<file path="src/hdl/lpfp_pkg.sv">
package lpfp_pkg;

    localparam logic       OP_DATA  = 1'b0;
    localparam logic       OP_CLEAR = 1'b1;

    localparam logic [1:0] ST_PAYLOAD  = 2'd0;
    localparam logic [1:0] ST_EMPTY    = 2'd1;
    localparam logic [1:0] ST_BAD_TYPE = 2'd2;
    localparam logic [1:0] ST_OVERSIZE = 2'd3;

    localparam logic [1:0] CFG_MAX_PAYLOAD = 2'd0;
    localparam logic [1:0] CFG_TYPE_MIN    = 2'd1;
    localparam logic [1:0] CFG_TYPE_MAX    = 2'd2;

    localparam logic [31:0] MAX_PAYLOAD_RST = 32'd65536;
    localparam logic [15:0] TYPE_MIN_RST    = 16'd0;
    localparam logic [15:0] TYPE_MAX_RST    = 16'd2;

    typedef struct packed {
        logic       op;
        logic [7:0] data_byte;
    } t_in;

    typedef struct packed {
        logic [1:0]  status;
        logic [15:0] msg_type;
        logic [15:0] method_id;
        logic [31:0] payload_length;
        logic [7:0]  payload_byte;
        logic        frame_last;
    } t_out;

endpackage

</file>
<file path="src/hdl/length_prefixed_frame_parser_core.sv">
// Results are registered in the output register, or the skid one while it is held.
// Throughput: one request per cycle unless stalled; parse state is a counter and shift.
// A two-entry output buffer keeps input flowing while one result waits downstream.
// Reset (synchronous, active low) clears the parser, the error flag and the output
// buffer, and returns the configuration registers to their defaults.
module length_prefixed_frame_parser_core (
    input  logic               i_clk,
    input  logic               i_rst_n,
    input  logic               i_in_valid,
    output logic               o_in_stall,
    input  lpfp_pkg::t_in      i_in,
    output logic               o_out_valid,
    input  logic               i_out_stall,
    output lpfp_pkg::t_out     o_out,
    input  logic               i_cfg_we,
    input  logic [1:0]         i_cfg_idx,
    input  logic [31:0]        i_cfg_data
);
    import lpfp_pkg::*;

    logic [31:0] r_max_payload;
    logic [15:0] r_type_min;
    logic [15:0] r_type_max;

    logic        r_failed, n_failed;
    logic        r_in_payload, n_in_payload;
    logic [2:0]  r_hdr_cnt, n_hdr_cnt;
    logic [63:0] r_hdr_shift, n_hdr_shift;
    logic [31:0] r_bytes_left, n_bytes_left;

    logic        r_out_valid;
    t_out        r_out;
    logic        r_skid_valid;
    t_out        r_skid;

    logic        in_accept;
    logic        out_take;
    logic        res_valid;
    t_out        res;
    logic [63:0] shift_in;
    logic [15:0] hdr_type;
    logic [31:0] hdr_len;

    assign in_accept   = i_in_valid && !o_in_stall;
    assign out_take    = r_out_valid && !i_out_stall;
    assign o_in_stall  = r_skid_valid;
    assign o_out_valid = r_out_valid;
    assign o_out       = r_out;

    assign shift_in = {r_hdr_shift[55:0], i_in.data_byte};
    assign hdr_type = shift_in[63:48];
    assign hdr_len  = shift_in[31:0];

    always_ff @(posedge i_clk) begin
        if (!i_rst_n) begin
            r_max_payload <= MAX_PAYLOAD_RST;
            r_type_min    <= TYPE_MIN_RST;
            r_type_max    <= TYPE_MAX_RST;
        end else if (i_cfg_we) begin
            unique case (i_cfg_idx)
                CFG_MAX_PAYLOAD: r_max_payload <= i_cfg_data;
                CFG_TYPE_MIN:    r_type_min    <= i_cfg_data[15:0];
                CFG_TYPE_MAX:    r_type_max    <= i_cfg_data[15:0];
                default: ;
            endcase
        end
    end

    always_comb begin
        n_failed     = r_failed;
        n_in_payload = r_in_payload;
        n_hdr_cnt    = r_hdr_cnt;
        n_hdr_shift  = r_hdr_shift;
        n_bytes_left = r_bytes_left;
        res_valid    = 1'b0;
        res.status         = ST_PAYLOAD;
        res.msg_type       = r_hdr_shift[63:48];
        res.method_id      = r_hdr_shift[47:32];
        res.payload_length = r_hdr_shift[31:0];
        res.payload_byte   = 8'd0;
        res.frame_last     = 1'b0;
        if (in_accept) begin
            if (i_in.op == OP_CLEAR) begin
                n_failed     = 1'b0;
                n_in_payload = 1'b0;
                n_hdr_cnt    = 3'd0;
                n_hdr_shift  = 64'd0;
                n_bytes_left = 32'd0;
            end else if (!r_failed) begin
                if (r_in_payload) begin
                    n_bytes_left     = r_bytes_left - 32'd1;
                    res_valid        = 1'b1;
                    res.payload_byte = i_in.data_byte;
                    res.frame_last   = (r_bytes_left == 32'd1);
                    if (r_bytes_left == 32'd1) begin
                        n_in_payload = 1'b0;
                        n_hdr_cnt    = 3'd0;
                    end
                end else begin
                    n_hdr_shift        = shift_in;
                    res.msg_type       = shift_in[63:48];
                    res.method_id      = shift_in[47:32];
                    res.payload_length = shift_in[31:0];
                    if (r_hdr_cnt != 3'd7) begin
                        n_hdr_cnt = r_hdr_cnt + 3'd1;
                    end else begin
                        n_hdr_cnt      = 3'd0;
                        res.frame_last = 1'b1;
                        if (hdr_type < r_type_min || hdr_type > r_type_max) begin
                            n_failed   = 1'b1;
                            res_valid  = 1'b1;
                            res.status = ST_BAD_TYPE;
                        end else if (hdr_len > r_max_payload) begin
                            n_failed   = 1'b1;
                            res_valid  = 1'b1;
                            res.status = ST_OVERSIZE;
                        end else if (hdr_len == 32'd0) begin
                            res_valid  = 1'b1;
                            res.status = ST_EMPTY;
                        end else begin
                            n_in_payload = 1'b1;
                            n_bytes_left = hdr_len;
                        end
                    end
                end
            end
        end
    end

    always_ff @(posedge i_clk) begin
        if (!i_rst_n) begin
            r_failed     <= 1'b0;
            r_in_payload <= 1'b0;
            r_hdr_cnt    <= 3'd0;
            r_hdr_shift  <= 64'd0;
            r_bytes_left <= 32'd0;
        end else begin
            r_failed     <= n_failed;
            r_in_payload <= n_in_payload;
            r_hdr_cnt    <= n_hdr_cnt;
            r_hdr_shift  <= n_hdr_shift;
            r_bytes_left <= n_bytes_left;
        end
    end

    always_ff @(posedge i_clk) begin
        if (!i_rst_n) begin
            r_out_valid  <= 1'b0;
            r_skid_valid <= 1'b0;
        end else if (r_skid_valid) begin
            if (out_take) begin
                r_out_valid  <= 1'b1;
                r_skid_valid <= 1'b0;
            end
        end else if (res_valid) begin
            if (!r_out_valid || out_take) begin
                r_out_valid <= 1'b1;
            end else begin
                r_skid_valid <= 1'b1;
            end
        end else if (out_take) begin
            r_out_valid <= 1'b0;
        end
    end

    always_ff @(posedge i_clk) begin
        if (r_skid_valid) begin
            if (out_take) begin
                r_out <= r_skid;
            end
        end else if (res_valid) begin
            if (!r_out_valid || out_take) begin
                r_out <= res;
            end else begin
                r_skid <= res;
            end
        end
    end

endmodule

</file>
<file path="config.mk">
export PLATFORM = sky130hd
export DESIGN_NAME = length_prefixed_frame_parser_core
export DESIGN_NICKNAME = d
export VERILOG_FILES = /design/src/hdl/lpfp_pkg.sv /design/src/hdl/length_prefixed_frame_parser_core.sv
export SDC_FILE = /design/constraint.sdc
export NUM_CORES = 1
export LEC_CHECK = 0
export BUFFER_PORTS_ARGS = -buffer_cell sky130_fd_sc_hd__buf_2
export CORE_UTILIZATION = 61
export DETAILED_ROUTE_END_ITERATION = 12
export GPL_TIMING_DRIVEN = 0
export PLACE_DENSITY_LB_ADDON = 0.15
export SETUP_SLACK_MARGIN = 0.15
export SYNTH_ARGS = -nofsm -noshare
export SYNTH_HDL_FRONTEND = slang
export SYNTH_SLANG_ARGS = --single-unit
</file>
<file path="constraint.sdc">
create_clock -name i_clk -period 9.6 [get_ports i_clk]
set_clock_uncertainty 0.1 [all_clocks]
set_input_delay 0.48 -clock i_clk [delete_from_list [all_inputs] [get_ports i_clk]]
set_output_delay 0.48 -clock i_clk [all_outputs]
set_load 0.01 [all_outputs]
</file>
* Word level (Yosys, flattened, before mapping) *
Cells that the tools add are included.

storage, ports and cells
  logic and storage cells = 125
  output and inout bits = 77
  bits in registers = 317
  input bits = 48

operators by class
  reductions and logical operators = 22
  order comparisons = 3
  add/sub/neg operators = 2
  equality and inequality tests = 13
  bitwise operators = 2
  multiplexer cells = 61

operators with widths
  kind                     count
  $mux W75                 7
  $mux W32                 7
  $mux W64                 3
  $mux W66                 1
  $mux W1                  34
  $eq A32 B1 Y1 const B    1
  $gt A32 B32 Y1           1
  $logic_not A32 Y1        1
  $sub A32 B1 Y32 const B  1
  $gt A16 B16 Y1           1
  $lt A16 B16 Y1           1
  $mux W3                  5
  $ne A3 B3 Y1 const B     5
  $reduce_and A3 Y1        5
  $mux W8                  1
  $reduce_and A2 Y1        4
  $mux W2                  3
  $ne A3 B2 Y1 const B     2
  $reduce_and A6 Y1        1
  $reduce_bool A2 Y1       3
  $ne A2 B2 Y1 const B     2
  $add A3 B1 Y3 const B    1
  $logic_not A1 Y1         3
  $eq A2 B1 Y1 const B     1
  other kinds (6)          9

* Longest topological paths before layout *
  depth after elaboration = 12
  mapped depth = 12
  gate-level depth less buffers = 10

* Least setup slack after synthesis *
OpenSTA, ideal clock, no wires.

  path kind = input to register
  from = input port i_in[1] (netlist bit)
  to = register r_skid[0] (netlist bit), enable pin
  slack = 3.673 ns
  arrival = 5.319 ns
  library setup time = 0.509 ns
  path buffers = 0
  stages on the path = 8
  data required time = 8.991 ns
  path through = ha_1 -> nor2b_1 -> o211ai_1 -> a2111o_1 -> a311oi_1 -> nor3_2 -> a311o_1 -> nor2_1

on the way
  longest elaborated chain between the ends = 10

ends and longest elaborated chain
  element                                                 RTL line                                  RTL
  start, declared                                         length_prefixed_frame_parser_core.sv:11   input lpfp_pkg::t_in i_in,
  branches (longest 2 deep; another with $gt A32 B32 Y1)  --
  $mux W1 (*)                                             length_prefixed_frame_parser_core.sv:113  end else if (hdr_len > r_max_payload) begin
  $mux W1 (*)                                             length_prefixed_frame_parser_core.sv:109  if (hdr_type < r_type_min || hdr_type > r_type_max) begin
  $mux W1 (*)                                             length_prefixed_frame_parser_core.sv:104  if (r_hdr_cnt != 3'd7) begin
  $mux W1 (*)                                             length_prefixed_frame_parser_core.sv:90   if (r_in_payload) begin
  $mux W1 (*)                                             length_prefixed_frame_parser_core.sv:89   end else if (!r_failed) begin
  $mux W1 (*)                                             length_prefixed_frame_parser_core.sv:83   if (i_in.op == OP_CLEAR) begin
  $mux W1 (*)                                             length_prefixed_frame_parser_core.sv:82   if (in_accept) begin
  $reduce_and A3 Y1 (no source line) (*)                  --
  end signal, assigned                                    length_prefixed_frame_parser_core.sv:175  r_skid <= res;
  end, declared                                           length_prefixed_frame_parser_core.sv:34   t_out r_skid;

Every way passes the cells marked *.
A chain may end at the register's enable or synchronous reset.

* Final worst setup path *
  from = register r_hdr_shift[21]
  to = register r_skid[35] (netlist bit), enable pin

on the way
  longest elaborated chain between the ends = 10

ends and longest elaborated chain
  element                                                 RTL line                                  RTL
  start, declared                                         length_prefixed_frame_parser_core.sv:28   logic [63:0] r_hdr_shift, n_hdr_shift;
  start signal, assigned                                  length_prefixed_frame_parser_core.sv:141  r_hdr_shift <= n_hdr_shift;
  branches (longest 2 deep; another with $gt A32 B32 Y1)  --
  $mux W1 (*)                                             length_prefixed_frame_parser_core.sv:113
  $mux W1 (*)                                             length_prefixed_frame_parser_core.sv:109
  $mux W1 (*)                                             length_prefixed_frame_parser_core.sv:104
  $mux W1 (*)                                             length_prefixed_frame_parser_core.sv:90
  $mux W1 (*)                                             length_prefixed_frame_parser_core.sv:89
  $mux W1 (*)                                             length_prefixed_frame_parser_core.sv:83
  $mux W1 (*)                                             length_prefixed_frame_parser_core.sv:82
  $reduce_and A3 Y1 (no source line) (*)                  --

Marked as above.

==> impl_metrics.ini <==
[run_status]
status = finished, final reports clean

[setup_path]
rrSetupSlack_ns = 5.53
critical_path.endpoint_type = flip-flop
worstSetupPathType = reg -> reg
crit_path_start_kind = flip-flop
cp_max_fo = 33
worstPathRequired_ns = 9.76
cp.arrival_ns = 4.23

[logic_synthesis]
synth.area.top_cells = edfxtp_1, dfxtp_1, nand2_1
async_reset_ff_share_pct = 0
syn_area_um2 = 14500
ys_seq_area_share_pct = 54.2
synth_cells = 1510
synth_edf_count = 150
ys_warn_count = 0
synth_top_area_share_pct = 31.1
avgSynthCellArea_um2 = 9.59
yosysUniqueCellTypes = 69
synth-seq-cells = 317
synth-main-ff-cell = dfxtp_1
syn_nets = 1625
synth_top_area_cell = edfxtp_1

[cts]
htreeDepth = 1
numCtsBuffers = 31
clock_latency_ns = 0.57
clkTransAtPathRegs_ns = 0.06
cts_buffer_depth = 3
cts-hold-fix-buffers = 0
numClockSinks = 317
root_buffer = clkbuf_16
cts_tree = done
ctsResizeCount = 0
post_cts_buffers = 0

[final_layout]
n_fill_cell = 1891
diodes = 0
final_common_cell = nand2_1
final_util_pct = 70.6
layout-drive-gt1-share_pct = 15.4
syn_to_final_growth_pct = 14.1
fin_nets = 1783
mostFrequentLayoutCells = nand2_1, a21oi_1, dfxtp_1, edfxtp_1, buf_2

[pwr]
p_leak_nw = 6.54
p_sw_mw = 0.664
pwr-share-clk_pct = 41.5
p_seq_share_pct = 51.6
powerDensity_nw_per_um2 = 168
ir_drop_mv = 0.127
pwr-share-comb_pct = 6.9
intPower_mw = 2.11
finalPower_mw = 2.78
p_sw_share_pct = 23.9

[floorplan]
die_w_um = 156
core-area_um2 = 23400
die_height_um = 156
start_util_pct = 61.9
ios = 125
dieArea_um2 = 24400
row_count = 56

[route]
dr_total_vias = 11900
ant_nets = 0
wl_per_cell_um = 19.4
wl_um = 39000
drt-vias-per-instance = 5.91
drtIter0Drc = 990
drc = 0
dr.pass1.iters = 5

[worst_hold_path]
hp-class = in -> reg

[sta]
setup_viol = 0
setup_tns_ns = 0
fin_crit_sh_pct = 42.4
timing.fmax_mhz = 246
finalHoldViolations = 0
drv_slew = 0
worstMarginPinSlew_ns = 0.915
holdWs_ns = 0.0604
worst_slack_ns = 5.53
max_slew_margin_pct = 38.4
fin_crit_ns = 4.07
rsz0062_at_grt = no

[place]
post-dp-hpwl_um = 27600
numPortBuffers = 122
globalplace.congestion = 0.941
dp_slack_ns = 5.47

[global_route]
grtUsageTotal_pct = 32.3
grt_max_degree = 51
grt_pass1_vias = 11100
antenna_found_initial = 0
gr-total-overflow = 0
grt_first_pass_wirelength_um = 60200

[run]
cap_violations = 0
==> state kept, by name, summed over array words and instances (netlist names) <==
register and count:
r_hdr_shift 64, o_in_stall 1, r_max_payload 32, r_in_payload 1, r_failed 1, r_type_min 16, o_out 75, r_skid 75
o_out_valid 1, r_bytes_left 32, r_hdr_cnt 3, r_type_max 16
==> area by class of cell <==
type                       instances  area (um2)  share of cell area, %
multi-input combinational       1042        6060                   36.7
inverter                          72         270                   1.64
sequential                       317        7850                   47.5
tap                              319         399                   2.42
timing repair buffer             125         678                   4.10
buffer                            79         315                   1.91
clock buffer                      40         830                   5.02
clock inverter                    18         120                  0.727
==> layer usage <==
metal  wire length [um]  track usage (%)  share of wire [%]
met1              17100             45.3                 44
met2              17400             49.7                 44
met3               3240             5.72                8.3
met4               1360             12.7                3.5
met5                  0                0                  0
==> logic make-up (layout without fill, tap and decap cells) <==
family	after synthesis	in the layout	synth area share (%)
AO/OA/AOI/OAI	297	297	12.3
XOR/XNOR	9	9	0.544
adder cells (fa/ha/maj)	67	67	5.79
buffers and inverters	151	334	4.04
flip-flops	317	317	54.2
multiplexers	66	66	5.11
AND/OR/NAND/NOR	603	603	18.1
==> final timing paths <==
check	startpoint	endpoint	cells after the start
worst max register to register	r_hdr_shift[21]$_SDFFE_PN0P_	r_skid[35]$_DFFE_PP_	10
worst min register to register	r_max_payload[30]$_SDFFE_PN0P_	r_max_payload[30]$_SDFFE_PN0P_	2
worst min-delay path	i_cfg_data[20]	r_max_payload[20]$_SDFFE_PN0P_	3
worst max-delay path	r_hdr_shift[21]$_SDFFE_PN0P_	r_skid[35]$_DFFE_PP_	10
==> through the flow <==
step | area [um2] | instances
2_1_floorplan | 14500 | 1510
6_report | 16500 | 2012
3_3_place_gp | 15500 | 1951
3_5_place_dp | 15600 | 1954
5_1_grt | 16500 | 2012
4_1_cts | 16500 | 2012
==> cells in the mapped netlist (all sizes together), types with 3 or more instances <==
cell / n
a211o: 3
a211oi: 8
a21boi: 4
a21o: 17
a21oi: 171
a22oi: 8
a31o: 3
and2: 7
and3: 8
buf: 14
clkbuf: 65
dfxtp: 167
edfxtp: 150
ha: 67
inv: 72
mux2: 64
nand2: 444
nand2b: 4
nand3: 24
nand4: 18
nor2: 27
nor2b: 3
nor3: 23
nor3b: 3
nor4: 21
o2111ai: 8
o211ai: 6
o21a: 3
o21ai: 34
o22ai: 8
o31ai: 5
or3: 7
or4: 6
xnor2: 4
xor2: 5
==> power by group through the flow <==
stage / logic, mW / clock network (mW) / registers (mW)
2_1_floorplan: 0.124 / 0 / 1.46
3_5_place_dp: 0.186 / 0 / 1.46
6_report: 0.192 / 1.15 / 1.43
4_1_cts: 0.188 / 1.16 / 1.43
5_1_grt: 0.211 / 1.21 / 1.43
3_3_place_gp: 0.184 / 0 / 1.46
==> worst max-delay path, cell delays in order (launching register included) <==
cell      delay [ns]
dfxtp_1         0.64
ha_1            0.22
nand4_1         0.15
nor4_1          0.40
inv_1           0.11
a311oi_1        0.51
nor3_2          0.17
a311o_1         0.49
nor2_4          0.46
buf_12          0.27
buf_12          0.23
(Power assumes the default switching activity.)
